===== config.mk =====
export PLATFORM = sky130hd
export DESIGN_NAME = two_line_fetch_buffer_icache_unit
export DESIGN_NICKNAME = d
export VERILOG_FILES = /design/src/sv/fbuf_pkg.sv /design/src/sv/fbuf_core.sv /design/src/sv/two_line_fetch_buffer_icache_unit.sv
export SDC_FILE = /design/constraint.sdc
export NUM_CORES = 1
export LEC_CHECK = 0
export BUFFER_PORTS_ARGS = -buffer_cell sky130_fd_sc_hd__buf_2
export CAP_MARGIN = 5
export CORE_ASPECT_RATIO = 1.1
export CORE_UTILIZATION = 50
export CTS_BUF_LIST = sky130_fd_sc_hd__clkbuf_4 sky130_fd_sc_hd__clkbuf_8
export CTS_CLUSTER_SIZE = 40
export DETAILED_ROUTE_END_ITERATION = 8
export PLACE_DENSITY = 0.78
export SLEW_MARGIN = 20
export SYNTH_ARGS = -nofsm -noshare
export SYNTH_HDL_FRONTEND = slang
export SYNTH_SLANG_ARGS = --single-unit

===== constraint.sdc =====
create_clock -name i_clk -period 18.1 [get_ports i_clk]
set_input_delay 3.62 -clock i_clk [delete_from_list [all_inputs] [get_ports i_clk]]
set_output_delay 3.62 -clock i_clk [all_outputs]
set_load 0.005 [all_outputs]

===== src/sv/fbuf_pkg.sv =====
// shared types, constants and helpers for the two-line instruction fetch buffer
// no dependencies; imported by fbuf_core and the top level
package fbuf_pkg;

    localparam int ADDR_W    = 32;
    localparam int LINE_W    = 64;
    localparam int WORD_W    = 32;
    localparam int HALF_W    = 16;
    localparam int OFF_W     = 3;
    localparam int TAG_W     = ADDR_W - OFF_W;
    localparam int SEL_W     = 2;
    localparam int ST_W      = 2;

    typedef logic [ADDR_W-1:0] t_addr;
    typedef logic [TAG_W-1:0]  t_tag;
    typedef logic [LINE_W-1:0] t_line;
    typedef logic [WORD_W-1:0] t_word;
    typedef logic [SEL_W-1:0]  t_sel;
    typedef logic [ST_W-1:0]   t_state;

    localparam t_state ST_IDLE        = 2'd0;
    localparam t_state ST_WAIT_GRANT  = 2'd1;
    localparam t_state ST_WAIT_RESP   = 2'd2;
    localparam t_state ST_WAIT_ACCEPT = 2'd3;

    // halfword offsets inside a line
    localparam t_sel SEL_LO       = 2'd0;
    localparam t_sel SEL_MID      = 2'd1;
    localparam t_sel SEL_HI       = 2'd2;
    localparam t_sel SEL_STRADDLE = 2'd3;

    localparam t_tag  TAG_RESET = '1;
    localparam t_addr ADDR_STEP = t_addr'(2);

    typedef struct packed {
        logic  fetch_valid;
        t_addr fetch_addr;
        logic  mem_grant;
        logic  mem_resp_valid;
        t_line mem_resp_data;
        logic  fetch_resp_ready;
    } t_in_item;

    typedef struct packed {
        logic   fetch_ready;
        logic   mem_req_valid;
        t_addr  mem_req_addr;
        logic   resp_valid;
        t_word  resp_data;
        t_addr  resp_addr;
        t_state fsm_state;
    } t_out_item;

    // 32-bit word at halfword offset sel of lo, straddling into hi at the last offset
    function automatic t_word pick_word(input t_line lo, input t_line hi, input t_sel sel);
        t_word w;
        unique case (sel)
            SEL_LO:   w = lo[31:0];
            SEL_MID:  w = lo[47:16];
            SEL_HI:   w = lo[63:32];
            default:  w = {hi[HALF_W-1:0], lo[63:48]};
        endcase
        return w;
    endfunction

    function automatic t_addr line_base(input t_addr a);
        return {a[ADDR_W-1:OFF_W], OFF_W'(0)};
    endfunction

endpackage


===== src/sv/fbuf_core.sv =====
// line store, handshake state machine and next-state logic
// depends on fbuf_pkg; state advances only when i_en is high
module fbuf_core (
    input  logic               i_clk,
    input  logic               i_rst_n,
    input  logic               i_en,
    input  fbuf_pkg::t_in_item  i_item,
    output fbuf_pkg::t_out_item o_item
);
    import fbuf_pkg::*;

    t_tag   r_tag  [2];
    t_line  r_word [2];
    t_addr  r_pend;
    t_addr  r_cur;
    t_state r_state;
    logic   r_second;
    logic   r_held_vld;
    t_word  r_held_word;

    t_tag   n_tag  [2];
    t_line  n_word [2];
    t_addr  n_pend;
    t_addr  n_cur;
    t_state n_state;
    logic   n_second;
    logic   n_held_vld;
    t_word  n_held_word;

    // lookup addresses: request, request+2, current, current+2
    t_addr  la [4];
    logic   m0 [4];
    logic   m1 [4];
    logic   mp [4];
    t_line  ld [4];

    t_tag   pend_tag;
    logic   wait_resp;
    logic   req_valid;
    logic   hit0;
    logic   hit1;
    logic   need_mem;
    logic   mem_valid;
    t_addr  mem_addr;
    logic   fready;
    logic   fire;
    logic   reuse;
    t_state after_req;

    assign pend_tag  = r_pend[ADDR_W-1:OFF_W];
    assign wait_resp = (r_state == ST_WAIT_RESP) && !i_item.mem_resp_valid;
    assign req_valid = !wait_resp && (i_item.fetch_valid || r_second);

    assign la[0] = i_item.fetch_addr;
    assign la[1] = i_item.fetch_addr + ADDR_STEP;
    assign la[2] = r_cur;
    assign la[3] = r_cur + ADDR_STEP;

    // priority: slot 0, slot 1, then the line on its way from memory
    always_comb begin
        for (int k = 0; k < 4; k++) begin
            m0[k] = la[k][ADDR_W-1:OFF_W] == r_tag[0];
            m1[k] = !m0[k] && (la[k][ADDR_W-1:OFF_W] == r_tag[1]);
            mp[k] = !m0[k] && !m1[k] && (la[k][ADDR_W-1:OFF_W] == pend_tag);
            if (m0[k]) begin
                ld[k] = r_word[0];
            end else if (m1[k]) begin
                ld[k] = r_word[1];
            end else if (mp[k]) begin
                ld[k] = i_item.mem_resp_data;
            end else begin
                ld[k] = '0;
            end
        end
    end

    assign hit0 = ((m0[0] || m1[0]) && req_valid) || (mp[0] && i_item.mem_resp_valid);
    assign hit1 = ((m0[1] || m1[1]) && req_valid) || (mp[1] && i_item.mem_resp_valid);
    assign need_mem  = !(hit0 && hit1);
    assign mem_valid = need_mem && req_valid;
    assign fready    = !need_mem || (i_item.mem_grant && !wait_resp);
    assign fire      = req_valid && fready;

    always_comb begin
        priority if (r_second) begin
            mem_addr = line_base(la[3]);
        end else if (!hit0) begin
            mem_addr = line_base(la[0]);
        end else begin
            mem_addr = line_base(la[1]);
        end
    end

    assign after_req = !need_mem ? ST_WAIT_ACCEPT :
                       (i_item.mem_grant ? ST_WAIT_RESP : ST_WAIT_GRANT);

    always_comb begin
        n_state = r_state;
        unique case (r_state)
            ST_IDLE: begin
                if (req_valid) n_state = after_req;
            end
            ST_WAIT_GRANT: begin
                if (i_item.mem_grant) begin
                    n_state = ST_WAIT_RESP;
                end else if (!need_mem) begin
                    n_state = ST_WAIT_ACCEPT;
                end
            end
            ST_WAIT_RESP: begin
                if (i_item.mem_resp_valid) begin
                    if (!i_item.fetch_resp_ready) begin
                        n_state = ST_WAIT_ACCEPT;
                    end else if (!req_valid) begin
                        n_state = ST_IDLE;
                    end else begin
                        n_state = after_req;
                    end
                end
            end
            default: begin
                if (i_item.fetch_resp_ready) begin
                    n_state = req_valid ? after_req : ST_IDLE;
                end
            end
        endcase
    end

    always_comb begin
        n_held_vld  = r_held_vld;
        n_held_word = r_held_word;
        if (req_valid && !need_mem) begin
            n_held_vld  = 1'b1;
            n_held_word = pick_word(ld[0], ld[1], i_item.fetch_addr[OFF_W-1:1]);
        end else if (i_item.fetch_resp_ready) begin
            n_held_vld  = 1'b0;
            n_held_word = '0;
        end
    end

    always_comb begin
        n_pend = r_pend;
        if ((mem_valid && i_item.mem_grant && !wait_resp) || r_second) n_pend = mem_addr;
    end

    always_comb begin
        n_second = r_second;
        n_cur    = r_cur;
        if (fire) begin
            n_second = (i_item.fetch_addr[OFF_W-1:1] == SEL_STRADDLE) && !hit0 && !hit1
                       && !r_second;
            if (!r_second) n_cur = i_item.fetch_addr;
        end
    end

    // last-line reuse: keep slot 1 when it still serves the word in flight
    always_comb begin
        reuse = 1'b0;
        if (i_item.fetch_resp_ready) begin
            if (((m1[0] || m1[1]) && req_valid)
                && (r_tag[1] != i_item.fetch_addr[ADDR_W-1:OFF_W])) begin
                reuse = need_mem;
            end
        end else begin
            if ((m1[2] || m1[3]) && !(m0[2] || m0[3]) && (r_tag[1] != pend_tag)) begin
                reuse = 1'b1;
            end
        end
    end

    always_comb begin
        n_tag[0]  = r_tag[0];
        n_tag[1]  = r_tag[1];
        n_word[0] = r_word[0];
        n_word[1] = r_word[1];
        if (i_item.mem_resp_valid) begin
            if (!reuse) begin
                n_tag[1]  = r_tag[0];
                n_word[1] = r_word[0];
            end
            n_tag[0]  = pend_tag;
            n_word[0] = i_item.mem_resp_data;
        end
    end

    always_comb begin
        o_item.fetch_ready   = fready;
        o_item.mem_req_valid = mem_valid;
        o_item.mem_req_addr  = mem_addr;
        o_item.resp_valid    = (r_state == ST_WAIT_ACCEPT) ? !r_second
                                                           : (i_item.mem_resp_valid && !r_second);
        o_item.resp_data     = r_held_vld ? r_held_word
                                          : pick_word(ld[2], ld[3], r_cur[OFF_W-1:1]);
        o_item.resp_addr     = r_cur;
        o_item.fsm_state     = r_state;
    end

    always_ff @(posedge i_clk) begin
        if (!i_rst_n) begin
            r_tag[0]    <= TAG_RESET;
            r_tag[1]    <= TAG_RESET;
            r_word[0]   <= '0;
            r_word[1]   <= '0;
            r_pend      <= '0;
            r_cur       <= '0;
            r_state     <= ST_IDLE;
            r_second    <= 1'b0;
            r_held_vld  <= 1'b0;
            r_held_word <= '0;
        end else if (i_en) begin
            r_tag[0]    <= n_tag[0];
            r_tag[1]    <= n_tag[1];
            r_word[0]   <= n_word[0];
            r_word[1]   <= n_word[1];
            r_pend      <= n_pend;
            r_cur       <= n_cur;
            r_state     <= n_state;
            r_second    <= n_second;
            r_held_vld  <= n_held_vld;
            r_held_word <= n_held_word;
        end
    end

    a_mem_fire_needs_grant: assert property (@(posedge i_clk) disable iff (!i_rst_n)
        i_en && mem_valid && fready |-> i_item.mem_grant)
        else $error("request accepted while a memory miss had no grant");

    a_served_word_held: assert property (@(posedge i_clk) disable iff (!i_rst_n)
        i_en && req_valid && !need_mem |=> r_held_vld)
        else $error("word served from the lines was not held");

    a_second_once: assert property (@(posedge i_clk) disable iff (!i_rst_n)
        i_en && r_second && fire |=> !r_second)
        else $error("second line request repeated");

endmodule


===== src/sv/two_line_fetch_buffer_icache_unit.sv =====
// Two-line instruction fetch buffer. One transfer in is one clock tick of the fetch
// path (fetch request, memory grant and line, fetcher ready); one transfer out carries
// that tick's handshake outputs and instruction word. Items are taken one per cycle
// while the output side does not stall: a transfer waits in the input register, the
// line store and state machine advance as it moves to the result register, and the
// result is presented from the result register. Back pressure from the output side
// stalls the input register.
// depends on fbuf_pkg and fbuf_core
module two_line_fetch_buffer_icache_unit (
    input  logic                i_clk,
    input  logic                i_rst_n,
    input  logic                i_in_valid,
    output logic                o_in_stall,
    input  fbuf_pkg::t_in_item   i_in_item,
    output logic                o_out_valid,
    input  logic                i_out_stall,
    output fbuf_pkg::t_out_item  o_out_item
);
    import fbuf_pkg::*;

    logic      r_in_vld;
    t_in_item  r_in_item;
    logic      r_out_vld;
    t_out_item r_out_item;
    logic      n_in_vld;
    logic      n_out_vld;
    logic      step_en;
    logic      in_take;
    t_out_item step_item;

    // the item in the input register moves on when the result slot is free or draining
    assign step_en    = r_in_vld && (!r_out_vld || !i_out_stall);
    assign o_in_stall = r_in_vld && !step_en;
    assign in_take    = i_in_valid && !o_in_stall;

    assign n_in_vld  = in_take || (r_in_vld && !step_en);
    assign n_out_vld = step_en || (r_out_vld && i_out_stall);

    fbuf_core u_core (
        .i_clk   (i_clk),
        .i_rst_n (i_rst_n),
        .i_en    (step_en),
        .i_item  (r_in_item),
        .o_item  (step_item)
    );

    always_ff @(posedge i_clk) begin
        if (!i_rst_n) begin
            r_in_vld  <= 1'b0;
            r_out_vld <= 1'b0;
        end else begin
            r_in_vld  <= n_in_vld;
            r_out_vld <= n_out_vld;
        end
    end

    always_ff @(posedge i_clk) begin
        if (in_take) r_in_item <= i_in_item;
        if (step_en) r_out_item <= step_item;
    end

    assign o_out_valid = r_out_vld;
    assign o_out_item  = r_out_item;

    a_step_fills_out: assert property (@(posedge i_clk) disable iff (!i_rst_n)
        step_en |=> r_out_vld)
        else $error("processed item did not reach the result register");

    a_stall_keeps_in: assert property (@(posedge i_clk) disable iff (!i_rst_n)
        r_in_vld && !step_en |=> r_in_vld && $stable(r_in_item))
        else $error("waiting input item lost");

    a_stall_keeps_out: assert property (@(posedge i_clk) disable iff (!i_rst_n)
        r_out_vld && i_out_stall |=> r_out_vld && $stable(r_out_item))
        else $error("stalled result changed");

endmodule

Word-level counts from Yosys, hierarchy flattened

Memories as Yosys holds them, arrays and structs flattened.
Index checks and enable logic that the tools add are counted.

Register bits: 303
Output and inout port bits: 103
RAM bits: 186
Memories kept: 2
Word-level logic and storage cells: 181
Input port bits: 104

Memories:

| name          | words | width | read ports | clocked after memory_dff | write ports | line            | text |
|---|---|---|---|---|---|---|---|
| u_core.r_word | 2     | 64    | 2          | 0                        | 2           | fbuf_core.sv:13 | `t_line r_word [2];` |
| u_core.r_tag  | 2     | 29    | 2          | 0                        | 2           | fbuf_core.sv:12 | `t_tag r_tag [2];` |

$add $sub $neg: 2
Reductions and logical operators: 79
Equal/unequal tests: 25
Mux-type cells: 47
Bitwise logic cells: 5

Operators with widths:

| kind                                                  | count |
|---|---|
| two-way mux 64 bit                                    | 9 |
| == test 29 bit                                        | 12 |
| case mux 32 bit (3 select lines)                      | 2 |
| two-way mux 32 bit                                    | 5 |
| two-way mux 128 bit                                   | 1 |
| two-way mux 16 bit                                    | 6 |
| two-way mux 29 bit                                    | 3 |
| adder 32 x 2 -> 32 bit, second input constant         | 2 |
| two-way mux 58 bit                                    | 1 |
| inequality test 29 bit                                | 2 |
| logical AND 1 bit                                     | 37 |
| zero test 1 bit                                       | 19 |
| two-way mux 2 bit                                     | 9 |
| logical OR 1 bit                                      | 13 |
| == test 2 bit, second input constant                  | 5 |
| two-way mux 1 bit                                     | 10 |
| == test 2 x 1 -> 1 bit, second input constant         | 3 |
| zero test 2 bit                                       | 3 |
| case mux 2 bit (3 select lines)                       | 1 |
| AND reduction 2 bit                                   | 3 |
| AND reduction 5 bit                                   | 1 |
| bitwise OR 1 bit                                      | 4 |
| nonzero test 4 bit                                    | 1 |
| inequality test 3 x 2 -> 1 bit, second input constant | 1 |
| 5 further kinds                                       | 5 |

Depth between registers and ports, before layout

Depth after elaboration: 16
Mapped depth: 18

By module

From an unflattened synthesis, not the netlist that was laid out.

Cells, all modules: 2917
Area total of the unflattened synthesis: 29975.0 um^2

By module, submodules not included:

| module                            | cells an instance | instances | area each (um^2) |
|---|---|---|---|
| fbuf_core                         | 2708              | 1         | 23855.4 |
| two_line_fetch_buffer_icache_unit | 209               | 1         | 6119.6 |

Worst setup path before layout

No wires, ideal clock.

Path kind: input port to flip-flop
Start: in i_out_stall
End: mem u_core.r_tag[0][29] (netlist bit), enable pin
Setup time: 464 ps
Setup slack: 8730 ps
Stages: 6
Arrival time: 8906 ps
Cell sequence: a21boi_0 clkbuf_1 clkbuf_1 nand2_1 nand2_1 o311a_1

RTL lines:

| what        | line                                    | text |
|---|---|---|
| from (decl) | two_line_fetch_buffer_icache_unit.sv:16 | `input logic i_out_stall,` |
| to (decl)   | fbuf_core.sv:12                         |  |

Worst setup path in the final report

Start: in i_out_stall
End: out o_in_stall

Word-level cells in the longest chain between the ends: 5

RTL lines:

| what              | line                                    | text |
|---|---|---|
| zero test 1 bit   | two_line_fetch_buffer_icache_unit.sv:32 | `assign step_en = r_in_vld && (!r_out_vld \|\| !i_out_stall);` |
| logical OR 1 bit  | two_line_fetch_buffer_icache_unit.sv:32 |  |
| logical AND 1 bit | two_line_fetch_buffer_icache_unit.sv:32 |  |
| zero test 1 bit   | two_line_fetch_buffer_icache_unit.sv:33 | `assign o_in_stall = r_in_vld && !step_en;` |
| logical AND 1 bit | two_line_fetch_buffer_icache_unit.sv:33 |  |
| to (decl)         | two_line_fetch_buffer_icache_unit.sv:13 | `output logic o_in_stall,` |

Every way passes these cells.

==> impl_metrics.env <==
export IMPL_place_area_sq_um=31220
export IMPL_max_freq_mhz=129.0
export IMPL_design_area_sq_um=33060
export IMPL_powerDensity_nw_per_um2=83.10
export IMPL_cts_made_buffers=84
export IMPL_path_clk_slew_ns=0.06
export IMPL_async_reset_ff_share_pct=0
export IMPL_grt_max_degree=175
export IMPL_intPower_w=0.001983
export IMPL_place_congestion=1.059
export IMPL_r2r_end="u_core.r_word[0][116]$_SDFFCE_PN0P_"
export IMPL_ir_drop_mv=0.08933
export IMPL_cp_slowest_cell="and3_1"
export IMPL_drt_initial_drc_count=3194
export IMPL_syn_inst=2994
export IMPL_cp_num_buf_inv=2
export IMPL_routedWlPerCell_um=28.54
export IMPL_hold_violations=0
export IMPL_hp_class="register to register"
export IMPL_drc=0
export IMPL_grt_pass1_wl_um=160100
export IMPL_slew_viol_final=0
export IMPL_drive_above_1_share_pct=16.39
export IMPL_start_util_pct=50.83
export IMPL_dp_hpwl_um=74850
export IMPL_crit_path_end_kind="output pin"
export IMPL_htreeDepth=3
export IMPL_track_usage_pct=35.60
export IMPL_rows=93
export IMPL_hold_depth=0
export IMPL_overflow=0
export IMPL_synth_distinct_cells=88
export IMPL_wl_um=110500
export IMPL_yosys_warnings=0
export IMPL_cp_depth=3
export IMPL_critical_path_required_ns=14.48
export IMPL_fin_worst_skew_ns=0.05384
export IMPL_reg2reg_slack_ns=11.55
export IMPL_avgSynthCellArea_sq_um=9.976
export IMPL_synth_area_top_cells="edfxtp_1 39%, dfxtp_1 6.6%, xnor2_1 5.5%, xor2_1 4.3%, mux2i_1 3.3%"
export IMPL_rsz0062_at_grt="false"
export IMPL_tns_ns=0
export IMPL_portBuffers=203
export IMPL_worst_path_most_repeated_cell="buf_2"
export IMPL_crit_end="o_in_stall"
export IMPL_setup_violations_final=0
export IMPL_clock_latency_ns=0.74
export IMPL_dieArea_sq_um=60720
export IMPL_antenna_found_initial=3
export IMPL_timing_critical_path_from_type="input port"
export IMPL_combPwrFrac_pct=11.6
export IMPL_routed_via_count=25970
export IMPL_final_cell_mix="384 x edfxtp_1, 233 x nand2_1, 202 x buf_2"
export IMPL_p_leak_nw=12.27
export IMPL_cp_max_fo=3
export IMPL_chipHeight_um=258.3
export IMPL_max_slew_worst_pin_slew_ns=1.118
export IMPL_p_sw_w=0.0007644
export IMPL_clkSinkCount=483
export IMPL_status="finished, final reports clean"
export IMPL_drv_cap=0
export IMPL_grt_pass1_vias=24370
export IMPL_cts_tree="built"
export IMPL_reg2regPathDepth=10
export IMPL_nNetsFinal=3145
export IMPL_cp_arrival_ns=4.13
export IMPL_period_needed_ns=7.755
export IMPL_ctsResizeCount=0
export IMPL_cpPeakStageDelay_ns=0.25
export IMPL_yosysSeqAreaShare_pct=45.24
export IMPL_layout_commonest_cell="edfxtp_1"
export IMPL_p_sw_share_pct=27.83
export IMPL_synth_edf_count=384
export IMPL_vias_per_cell=6.706
export IMPL_r2r_start="r_in_item[80]$_DFFE_PP_"
export IMPL_holdBufCountCts=0
export IMPL_clk_path_buf_depth=3
export IMPL_postCtsSetupBuffers=0
export IMPL_syn_to_final_growth_pct=10.68
export IMPL_fin_crit_sh_pct=42.84
export IMPL_power_frac_clock_pct=40.1
export IMPL_path_cells="buf_2 -> and3_1 -> buf_2"
export IMPL_pin_count=207
export IMPL_cts_root_buf="clkbuf_8"
export IMPL_dr_pass1_iters=8
export IMPL_synth_top_area_share_pct=38.61
export IMPL_synth_top_area_cell="edfxtp_1"
export IMPL_seq_power_share_pct=48.3
export IMPL_fp_dieW_um=235.0
export IMPL_slew_headroom_pct=25.49
export IMPL_worstSetupPathType="input port to output pin"
export IMPL_critical_path_top_delay_family="buffers and inverters"
export IMPL_synth_area_sq_um=29870
export IMPL_postRouteAntennaNets=0
export IMPL_synth_seq_cells=483
export IMPL_startpoint="i_out_stall"
export IMPL_coreArea_sq_um=58760
export IMPL_synthFlopType="edfxtp_1"
==> how the worst min path moves through the flow <==
stage	from	end	slack [ns]
floorplan	u_core.r_cur[8]$_SDFFE_PN0P_	o_out_item[10]$_DFFE_PP_	0.40
global placement	u_core.r_cur[0]$_SDFFE_PN0P_	o_out_item[2]$_DFFE_PP_	0.42
detailed placement	u_core.r_cur[0]$_SDFFE_PN0P_	o_out_item[2]$_DFFE_PP_	0.41
CTS	u_core.r_cur[0]$_SDFFE_PN0P_	o_out_item[2]$_DFFE_PP_	0.43
global route	u_core.r_cur[0]$_SDFFE_PN0P_	o_out_item[2]$_DFFE_PP_	0.45
finish	u_core.r_cur[0]$_SDFFE_PN0P_	o_out_item[2]$_DFFE_PP_	0.43
==> logic make-up after synthesis <==
family | after synthesis | synth area share [%]
AOI/OAI and AO/OA | 659 | 15.05
and+or+nand+nor | 1017 | 18.32
other | 1 | 0.01255
xor gates and xnor gates | 342 | 10.36
buffers and inverters | 352 | 4.826
muxes | 140 | 6.191
DFF | 483 | 45.24
==> power groups by stage <==
stage | Combinational, W | Sequential (W) | Clock, W
2_1_floorplan | 0.000215 | 0.00131 | 0
3_3_place_gp | 0.000307 | 0.00134 | 0
3_5_place_dp | 0.000309 | 0.00135 | 0
4_1_cts | 0.000310 | 0.00132 | 0.00112
5_1_grt | 0.000335 | 0.00133 | 0.00116
6_report | 0.000319 | 0.00133 | 0.00110
==> cell type report <==
cell class / count / area [sq um]
fill: 5076 / 25700
multi-input combinational: 2161 / 15060
sequential: 483 / 13520
timing repair buffer: 272 / 1553
clock buffer: 101 / 1328
tap: 760 / 950.9
clock inverter: 55 / 496.7
inverter: 39 / 146.4
antenna: 2 / 5.005
==> sequential cells by signal (all words and copies together) (netlist names), 2 cells and up <==
signal,count
r_in_item,100
u_core.r_state,2
u_core.r_pend,29
u_core.r_cur,32
u_core.r_tag,58
o_out_item,98
u_core.r_held_word,32
u_core.r_word,128
==> through the flow <==
stage	cells	worst slack (ns)	utilization [%]	hold WS (ns)	total power, W
2_1_floorplan	2996	8.730	-	0.4029	0.001523
4_1_cts	3870	10.35	56.23	0.4288	0.002750
6_report	3873	10.35	56.26	0.4268	0.002747
3_3_place_gp	3714	10.36	53.12	0.4163	0.001651
5_1_grt	3872	10.33	56.25	0.4489	0.002824
3_5_place_dp	3714	10.35	53.12	0.4146	0.001654
==> layer usage <==
metal | vias up | global-route usage (%) | share of wire, %
met5 | - | 0 | 0.013
met3 | 476 | 6.828 | 9.9
li1 | 11250 | - | -
met2 | 1844 | 56.58 | 46
met1 | 12400 | 42.54 | 35
met4 | 2 | 28.64 | 8.8
==> synthesized netlist by cell type, drive strengths merged, types with 38 or more instances <==
cell type    n
inv         38
o21ai      162
a22oi       38
a21oi      115
mux2i       97
nor2       158
clkbuf     218
nand2      235
nand2b      68
nor4        49
a221oi      41
nand4       63
a22o        88
xnor2      189
buf         95
nor3        53
xor2       146
dfxtp       99
nand3       93
edfxtp     384
and3       152
No activity file was read; power rests on OpenSTA's default activity.
